<file path="config.mk">
export PLATFORM = sky130hd
export DESIGN_NAME = chunked_response_deframer
export DESIGN_NICKNAME = d
export VERILOG_FILES = /design/src/hw/rtl/crd_pkg.sv /design/src/hw/rtl/crd_core.sv /design/src/hw/rtl/chunked_response_deframer.sv
export VERILOG_INCLUDE_DIRS = /design/src /design/src/hw/rtl
export SDC_FILE = /design/constraint.sdc
export NUM_CORES = 1
export LEC_CHECK = 0
export BUFFER_PORTS_ARGS = -buffer_cell sky130_fd_sc_hd__buf_2
export CAP_MARGIN = 20
export CORE_ASPECT_RATIO = 1.25
export CORE_MARGIN = 2
export CORE_UTILIZATION = 40
export DETAILED_ROUTE_END_ITERATION = 10
export PLACE_DENSITY = 0.63
export SYNTH_ARGS = -nofsm -noshare
export SYNTH_HDL_FRONTEND = slang
export SYNTH_HIERARCHICAL = 1
export SYNTH_SLANG_ARGS = --single-unit
export TNS_END_PERCENT = 100
</file>
<file path="constraint.sdc">
create_clock -name clk -period 15.2 [get_ports clk]
set_input_delay 3.04 -clock clk [delete_from_list [all_inputs] [get_ports clk]]
set_output_delay 3.04 -clock clk [all_outputs]
set_load 0.05 [all_outputs]
</file>
<file path="src/hw/rtl/chunked_response_deframer_assert.svh">
`ifndef CHUNKED_RESPONSE_DEFRAMER_ASSERT_SVH
`define CHUNKED_RESPONSE_DEFRAMER_ASSERT_SVH

// check a property on every clock edge outside reset
`define CRD_ASSERT(label, prop, msg) \
  label: assert property (@(posedge clk) disable iff (!rst_n) prop) else $error(msg);

// check a property on every clock edge, reset included
`define CRD_ASSERT_ALWAYS(label, prop, msg) \
  label: assert property (@(posedge clk) prop) else $error(msg);

`endif

</file>
<file path="src/hw/rtl/crd_pkg.sv">
package crd_pkg;

  localparam logic [1:0] ST_NONE    = 2'd0;
  localparam logic [1:0] ST_PAYLOAD = 2'd1;
  localparam logic [1:0] ST_DONE    = 2'd2;
  localparam logic [1:0] ST_ERROR   = 2'd3;

  localparam logic [3:0]  PREFIX_LEN = 4'd10;
  localparam logic [31:0] SAT32      = 32'hFFFF_FFFF;

  localparam logic [7:0] CH_PLUS  = 8'h2B;
  localparam logic [7:0] CH_COMMA = 8'h2C;
  localparam logic [7:0] CH_O     = 8'h4F;
  localparam logic [7:0] CH_K     = 8'h4B;
  localparam logic [7:0] CH_E     = 8'h45;
  localparam logic [7:0] CH_R     = 8'h52;
  localparam logic [7:0] CH_ZERO  = 8'h30;
  localparam logic [7:0] CH_NINE  = 8'h39;
  localparam logic [7:0] CH_SPACE = 8'h20;
  localparam logic [7:0] CH_TAB   = 8'h09;
  localparam logic [7:0] CH_CR    = 8'h0D;

  typedef struct packed {
    logic [1:0]  status;
    logic [7:0]  data_byte;
    logic [11:0] block_offset;
    logic        block_full;
    logic [31:0] total_bytes;
  } crd_result_t;

  function automatic logic [7:0] prefix_char(input logic [3:0] pos);
    logic [7:0] c;
    unique case (pos)
      4'd0:    c = 8'h2B;
      4'd1:    c = 8'h48;
      4'd2:    c = 8'h54;
      4'd3:    c = 8'h54;
      4'd4:    c = 8'h50;
      4'd5:    c = 8'h43;
      4'd6:    c = 8'h47;
      4'd7:    c = 8'h45;
      4'd8:    c = 8'h54;
      4'd9:    c = 8'h3A;
      default: c = 8'h00;
    endcase
    return c;
  endfunction

endpackage

</file>
<file path="src/hw/rtl/crd_core.sv">
module crd_core
  import crd_pkg::*;
#(
  parameter int BLOCK_SIZE   = 4096,
  parameter int HEADER_LIMIT = 30
) (
  input  logic        clk,
  input  logic        rst_n,
  input  logic        accept,
  input  logic        kind,
  input  logic [7:0]  byte_value,
  output logic        res_valid,
  output crd_result_t res
);

  localparam int BP_W = $clog2(BLOCK_SIZE);
  localparam int HL_W = $clog2(HEADER_LIMIT + 2);

  localparam logic [1:0] MODE_WAIT    = 2'd0;
  localparam logic [1:0] MODE_HEADER  = 2'd1;
  localparam logic [1:0] MODE_PAYLOAD = 2'd2;
  localparam logic [1:0] MODE_ENDED   = 2'd3;

  localparam logic [2:0] TOK_NONE = 3'd0;
  localparam logic [2:0] TOK_O    = 3'd1;
  localparam logic [2:0] TOK_E    = 3'd2;
  localparam logic [2:0] TOK_ER   = 3'd3;
  localparam logic [2:0] TOK_ERR  = 3'd4;
  localparam logic [2:0] TOK_ERRO = 3'd5;

  localparam logic [1:0] NUM_SKIP = 2'd0;
  localparam logic [1:0] NUM_DIG  = 2'd1;
  localparam logic [1:0] NUM_STOP = 2'd2;

  logic [1:0]      mode_r, mode_nxt;
  logic [2:0]      tok_r, tok_nxt;
  logic [HL_W-1:0] hlen_r, hlen_nxt;
  logic [3:0]      ppos_r, ppos_nxt;
  logic            pbrk_r, pbrk_nxt;
  logic [1:0]      nph_r, nph_nxt;
  logic [31:0]     csize_r, csize_nxt;
  logic [31:0]     ccnt_r, ccnt_nxt;
  logic [BP_W-1:0] bpos_r, bpos_nxt;
  logic [31:0]     total_r, total_nxt;

  logic        is_digit;
  logic        is_blank;
  logic [35:0] csize_x10;
  logic [BP_W+11:0] off_ext;

  assign is_digit  = (byte_value >= CH_ZERO) && (byte_value <= CH_NINE);
  assign is_blank  = (byte_value == CH_SPACE) || ((byte_value >= CH_TAB) && (byte_value <= CH_CR));
  assign csize_x10 = ({4'b0, csize_r} << 3) + ({4'b0, csize_r} << 1)
                   + {32'b0, byte_value[3:0] - CH_ZERO[3:0]};
  assign off_ext   = {12'b0, bpos_r};

  always_comb begin
    mode_nxt  = mode_r;
    tok_nxt   = tok_r;
    hlen_nxt  = hlen_r;
    ppos_nxt  = ppos_r;
    pbrk_nxt  = pbrk_r;
    nph_nxt   = nph_r;
    csize_nxt = csize_r;
    ccnt_nxt  = ccnt_r;
    bpos_nxt  = bpos_r;
    total_nxt = total_r;
    res_valid = 1'b0;
    res.status       = ST_NONE;
    res.data_byte    = 8'd0;
    res.block_offset = 12'd0;
    res.block_full   = 1'b0;
    res.total_bytes  = total_r;

    if (kind) begin
      mode_nxt  = MODE_WAIT;
      tok_nxt   = TOK_NONE;
      hlen_nxt  = '0;
      ppos_nxt  = 4'd0;
      pbrk_nxt  = 1'b0;
      nph_nxt   = NUM_SKIP;
      csize_nxt = 32'd0;
      ccnt_nxt  = 32'd0;
      bpos_nxt  = '0;
      total_nxt = 32'd0;
    end else begin
      unique case (mode_r)
        MODE_WAIT: begin
          priority if (byte_value == CH_PLUS) begin
            mode_nxt  = MODE_HEADER;
            tok_nxt   = TOK_NONE;
            hlen_nxt  = HL_W'(1);
            ppos_nxt  = 4'd1;
            pbrk_nxt  = 1'b0;
            nph_nxt   = NUM_SKIP;
            csize_nxt = 32'd0;
          end else if (tok_r == TOK_ERR && byte_value == CH_O) begin
            tok_nxt = TOK_ERRO;
          end else if (tok_r == TOK_ERRO && byte_value == CH_R) begin
            mode_nxt   = MODE_ENDED;
            tok_nxt    = TOK_NONE;
            res_valid  = 1'b1;
            res.status = ST_ERROR;
          end else if (tok_r == TOK_O && byte_value == CH_K) begin
            mode_nxt   = MODE_ENDED;
            tok_nxt    = TOK_NONE;
            res_valid  = 1'b1;
            res.status = ST_DONE;
          end else if (byte_value == CH_O) begin
            tok_nxt = TOK_O;
          end else if (byte_value == CH_E) begin
            tok_nxt = TOK_E;
          end else if ((tok_r == TOK_E || tok_r == TOK_ER) && byte_value == CH_R) begin
            tok_nxt = tok_r + 3'd1;
          end else begin
            tok_nxt = TOK_NONE;
          end
        end
        MODE_HEADER: begin
          hlen_nxt = hlen_r + HL_W'(1);
          priority if (!pbrk_r && ppos_r >= PREFIX_LEN) begin
            if (byte_value == CH_COMMA) begin
              ccnt_nxt = 32'd0;
              mode_nxt = (csize_r != 32'd0) ? MODE_PAYLOAD : MODE_WAIT;
            end else if (nph_r == NUM_SKIP && is_blank) begin
              nph_nxt = nph_r;
            end else if (nph_r != NUM_STOP && is_digit) begin
              csize_nxt = (csize_x10[35:32] != 4'd0) ? SAT32 : csize_x10[31:0];
              nph_nxt   = NUM_DIG;
            end else begin
              nph_nxt = NUM_STOP;
            end
          end else if (!pbrk_r && byte_value == prefix_char(ppos_r)) begin
            ppos_nxt = ppos_r + 4'd1;
          end else begin
            pbrk_nxt = 1'b1;
          end
          if (hlen_nxt > HL_W'(HEADER_LIMIT)) begin
            mode_nxt = MODE_WAIT;
          end
        end
        MODE_PAYLOAD: begin
          ccnt_nxt  = ccnt_r + 32'd1;
          total_nxt = (total_r != SAT32) ? total_r + 32'd1 : total_r;
          if (ccnt_nxt >= csize_r) begin
            mode_nxt = MODE_WAIT;
            tok_nxt  = TOK_NONE;
          end
          res_valid        = 1'b1;
          res.status       = ST_PAYLOAD;
          res.data_byte    = byte_value;
          res.block_offset = off_ext[11:0];
          res.total_bytes  = total_nxt;
          if (bpos_r == BP_W'(BLOCK_SIZE - 1)) begin
            res.block_full = 1'b1;
            bpos_nxt       = '0;
          end else begin
            bpos_nxt = bpos_r + BP_W'(1);
          end
        end
        default: begin
          mode_nxt = mode_r;
        end
      endcase
    end
  end

  always_ff @(posedge clk) begin
    if (!rst_n) begin
      mode_r  <= MODE_WAIT;
      tok_r   <= TOK_NONE;
      hlen_r  <= '0;
      ppos_r  <= 4'd0;
      pbrk_r  <= 1'b0;
      nph_r   <= NUM_SKIP;
      csize_r <= 32'd0;
      ccnt_r  <= 32'd0;
      bpos_r  <= '0;
      total_r <= 32'd0;
    end else if (accept) begin
      mode_r  <= mode_nxt;
      tok_r   <= tok_nxt;
      hlen_r  <= hlen_nxt;
      ppos_r  <= ppos_nxt;
      pbrk_r  <= pbrk_nxt;
      nph_r   <= nph_nxt;
      csize_r <= csize_nxt;
      ccnt_r  <= ccnt_nxt;
      bpos_r  <= bpos_nxt;
      total_r <= total_nxt;
    end
  end

endmodule

</file>
<file path="src/hw/rtl/chunked_response_deframer.sv">
// channel  direction  handshake          payload
// in       input      in_valid/in_stall  in_kind, in_byte_value
// out      output     out_valid/out_stall out_status, out_data_byte, out_block_offset,
//                                         out_block_full, out_total_bytes
//
// A byte is accepted per cycle while in_stall is low; any result is registered.
// Parser state updates in the cycle of acceptance, so the rate is set by nothing
// but the two-entry result queue (output register plus skid register).
// in_stall rises only while the skid register holds a result.
// Synchronous active-low reset clears parser state and empties the queue.
module chunked_response_deframer
  import crd_pkg::*;
#(
  parameter int BLOCK_SIZE   = 4096,
  parameter int HEADER_LIMIT = 30
) (
  input  logic        clk,
  input  logic        rst_n,
  input  logic        in_valid,
  output logic        in_stall,
  input  logic        in_kind,
  input  logic [7:0]  in_byte_value,
  output logic        out_valid,
  input  logic        out_stall,
  output logic [1:0]  out_status,
  output logic [7:0]  out_data_byte,
  output logic [11:0] out_block_offset,
  output logic        out_block_full,
  output logic [31:0] out_total_bytes
);

`include "chunked_response_deframer_assert.svh"

  logic        accept;
  logic        pop;
  logic        push;
  logic        res_valid;
  crd_result_t res;

  logic        main_valid_r, main_valid_nxt;
  logic        skid_valid_r, skid_valid_nxt;
  crd_result_t main_r, main_nxt;
  crd_result_t skid_r, skid_nxt;

  assign in_stall = skid_valid_r;
  assign accept   = in_valid && !skid_valid_r;
  assign push     = accept && res_valid;
  assign pop      = main_valid_r && !out_stall;

  crd_core #(
    .BLOCK_SIZE   (BLOCK_SIZE),
    .HEADER_LIMIT (HEADER_LIMIT)
  ) u_core (
    .clk        (clk),
    .rst_n      (rst_n),
    .accept     (accept),
    .kind       (in_kind),
    .byte_value (in_byte_value),
    .res_valid  (res_valid),
    .res        (res)
  );

  always_comb begin
    main_valid_nxt = main_valid_r;
    skid_valid_nxt = skid_valid_r;
    main_nxt       = main_r;
    skid_nxt       = skid_r;
    priority if (!main_valid_r || (pop && !skid_valid_r)) begin
      main_valid_nxt = push;
      main_nxt       = res;
    end else if (pop) begin
      main_valid_nxt = 1'b1;
      main_nxt       = skid_r;
      skid_valid_nxt = 1'b0;
    end else if (push) begin
      skid_valid_nxt = 1'b1;
      skid_nxt       = res;
    end
  end

  always_ff @(posedge clk) begin
    if (!rst_n) begin
      main_valid_r <= 1'b0;
      skid_valid_r <= 1'b0;
    end else begin
      main_valid_r <= main_valid_nxt;
      skid_valid_r <= skid_valid_nxt;
    end
    main_r <= main_nxt;
    skid_r <= skid_nxt;
  end

  assign out_valid        = main_valid_r;
  assign out_status       = main_r.status;
  assign out_data_byte    = main_r.data_byte;
  assign out_block_offset = main_r.block_offset;
  assign out_block_full   = main_r.block_full;
  assign out_total_bytes  = main_r.total_bytes;

  `CRD_ASSERT_ALWAYS(a_skid_behind_main, skid_valid_r |-> main_valid_r, "skid holds without output")
  `CRD_ASSERT(a_skid_fill_on_stall, $rose(skid_valid_r) |-> $past(out_stall), "skid filled without stall")
  `CRD_ASSERT(a_no_empty_result, main_valid_r |-> (main_r.status != ST_NONE), "empty result shown")
  `CRD_ASSERT(a_full_is_payload, (main_valid_r && main_r.block_full) |-> (main_r.status == ST_PAYLOAD), "block full on non-payload")

endmodule
</file>
==> results.tsv <==
metric	value	unit
status	finished clean	
Final Hold Viols	0	
WS Path Type	input port to flip-flop	
Worst-path clk slew	0.06	ns
Initial Util	0.408	
DRT Pass-1 Iters	5	
unrepaired setup endpoints after global routing	false	
initial antenna violation count	0	
synth unique cells	77	
std cell rows	78	
min cycle time layout	6.47	ns
reg-to-reg endpoint	u_core/tok_r[2]	
post-route clock skew	0.0283	ns
total chip power	1.40	mW
endpoint with the worst hold slack	u_core/nph_r[0]	
CTS tree	done	
pre-CTS WS	8.19	ns
largest net degree at the start of global routing	65	
WL final	34000	microns
non-filler cells, final	2087	
Avg Synthesized Cell Area	9.51	sq um
Max Root-Sink Buffers	3	
Critical-path top delay cell	fa_1	
cells on worst reg2reg path	14	
CP startpoint kind	input port	
PortBufs	69	
Vias	11600	
FMAX	155	MHz
Critical R2R Launch	u_core/ccnt_r[0]	
Register Area	5990	sq um
slew margin rel.	0.308	
Async SR Flop Fraction	0	
Die Ht	219	microns
Mapped Area	14800	sq um
Layout Area Growth over Synthesis	9.60	%
cell count after synthesis	1561	
share of cells above drive strength 1	0.119	
I/O pins	70	
DP HPWL	24500	microns
Period Utilization, post-route	0.426	
P_leak	6.70	nW
CP delay by family, top	compound AO/OA/AOI/OAI gates	
initial detailed-routing violation count	666	
Setup Fix Bufs, Post-CTS	0	
Max Slew Vio Count	0	
fill count	3481	
Buf/Inv on CP	2	
Die X	176	microns
first-pass GRT wire length	56900	microns
net count reported at finish	1715	
Root Driver	clkbuf_16	
gpl congestion	0.893	
hold path start	u_core/nph_r[0]	
TritonCTS Buffers	24	
placed cell count	2043	
GRT Util Overall	0.176	
most common flop cell mapped by yosys	dfxtp_1	
H-tree depth	1	
VDD IR max	0.0671	mV
number of enable flip-flop cells after synthesis	110	
vias in the first global route	11400	
worst path arrival time	6.89	ns
power density cells	86.2	nW/um^2
Net Count, Synth	1687	
core box area	36400	sq um
crit path max fanout	22	
worst skew pair latency	0.54	ns
Worst Setup SP	in_byte_value[3]	
sequential area share after synthesis	0.403	
Max stage delay on crit path	0.55	ns
setup TNS	0	ns
most common cell after layout, fill and taps aside	nor2_1	
worst path required time	15.62	ns
Finish-stage setup viols	0	
GRT Residual Overflow	0	
area occupied by multi-input gates	8280	sq um
Cell Chain, Critical Path	buf_2 -> fa_1 -> fa_1 -> a211oi_1 -> o211ai_1 -> a21oi_1 -> a211oi_1 -> or3b_4 -> a32oi_4 -> a31oi_2 -> buf_4 -> a221o_1	
final core occ	0.447	
hold path depth	2	
residual DRC count	0	
# diodes	0	
WL/cell	16.3	microns
Synth Register Bits	244	
clock sinks	244	
post-CTS resize count	0	
setup ws final	8.73	ns
HP Class	flip-flop to flip-flop	
YS warnings	6	
Worst setup EP type	flip-flop	
Reg2Reg Setup Slack	10.60	ns
Post-DRT Antenna Nets	0	
measured slew at the worst slew-check pin	1.02	ns
die area	38700	sq um
commonest cells after routing, fill and taps aside	nor2_1, dfxtp_1, nand2_1	
Max-Cap Viols	0	
CTS Hold Buffers Added	0	
Vias/cell	5.56	
-- tightest hold or removal path, cell delays in order, from the launching register on --
cell and delay (ns):
dfxtp_1 0.32, nand3_1 0.07, nand2_1 0.05
-- report_power, final --
group / internal (mW) / switching, mW
Combinational: 0.0383 / 0.103
Sequential: 0.696 / 0.00545
Clock: 0.314 / 0.247
Total: 1.05 / 0.355
-- sequential cells by signal (all words and copies together) (netlist names), named ones only --
| register | flops |
|---|---|
| u_core/ppos_r | 4 |
| out_valid | 1 |
| u_core/tok_r | 3 |
| out_total_bytes | 32 |
| out_block_full | 1 |
| out_data_byte | 8 |
| u_core/bpos_r | 12 |
| u_core/total_r | 32 |
| u_core/pbrk_r | 1 |
| out_block_offset | 12 |
| u_core/ccnt_r | 32 |
| u_core/csize_r | 32 |
| out_status | 2 |
| u_core/nph_r | 2 |
| in_stall | 1 |
| u_core/mode_r | 2 |
| u_core/hlen_r | 5 |
| skid_r | 55 |
-- final cells by class --
cell class,instances,share of cell area
Tap cell,480,0.0369
Timing Repair Buffer,81,0.0268
Multi-Input combinational cell,1175,0.509
Inverter,63,0.0145
Clock inverter,11,0.00554
Clock buffer,33,0.0396
Sequential cell,244,0.368
-- cells in the mapped netlist, types with 9 or more instances --
library cell | number | share of area
a21o_1 | 33 | 0.017
a21oi_1 | 111 | 0.037
a221o_1 | 30 | 0.020
a22oi_1 | 10 | 0.0051
a31oi_1 | 12 | 0.0051
and2_1 | 31 | 0.013
and3_1 | 16 | 0.0067
and4_1 | 9 | 0.0053
clkbuf_1 | 60 | 0.015
dfxtp_1 | 134 | 0.18
edfxtp_1 | 110 | 0.22
ha_1 | 111 | 0.094
inv_1 | 63 | 0.016
mux2_2 | 18 | 0.014
mux2_4 | 39 | 0.039
nand2_1 | 134 | 0.034
nand3_1 | 55 | 0.019
nand3b_1 | 9 | 0.0046
nand4_1 | 48 | 0.020
nor2_1 | 146 | 0.037
nor3_1 | 28 | 0.0094
nor4_1 | 12 | 0.0051
o211ai_1 | 12 | 0.0061
o21a_1 | 10 | 0.0051
o21ai_0 | 60 | 0.020
or3_1 | 19 | 0.0080
xnor2_1 | 67 | 0.040
xor2_1 | 42 | 0.025
-- per-layer routing --
| layer | GRT usage | vias up | part of all wire |
|---|---|---|---|
| met3 | 0.0170 | 59 | 0.035 |
| met1 | 0.216 | 5546 | 0.44 |
| li1 | - | 5781 | - |
| met4 | 0.0507 | 0 | 0.024 |
| met2 | 0.325 | 215 | 0.51 |
| met5 | 0 | - | 0 |
-- logic make-up after synthesis --
kind of cell / after synthesis / synth area share
simple gates: 538 / 0.177
compound gates: 353 / 0.160
flops: 244 / 0.403
buf+inv: 142 / 0.0416
fa+ha+maj: 113 / 0.0962
xor+xnor: 110 / 0.0654
mux: 61 / 0.0558
-- worst max path at each step --
| stage | end | slack, ns | cells past startpoint |
|---|---|---|---|
| 6_report | u_core/csize_r[2] | 8.73 | 12 |
| 5_1_grt | u_core/csize_r[18] | 8.63 | 12 |
| 4_1_cts | u_core/csize_r[2] | 8.74 | 12 |
| 3_5_place_dp | u_core/csize_r[2] | 8.19 | 12 |
| 3_3_place_gp | u_core/csize_r[4] | 8.27 | 12 |
| 2_1_floorplan | skid_r[0] | 8.01 | 2 |
-- stage by stage --
stage / hold WS [ns] / area (sq um)
after floorplan: 0.447 / 14800
after global placement: 0.470 / 15500
after detailed placement: 0.474 / 15500
after CTS: 0.483 / 16300
after global routing: 0.527 / 16300
final: 0.482 / 16300
Power figures use the tool's default switching activity.
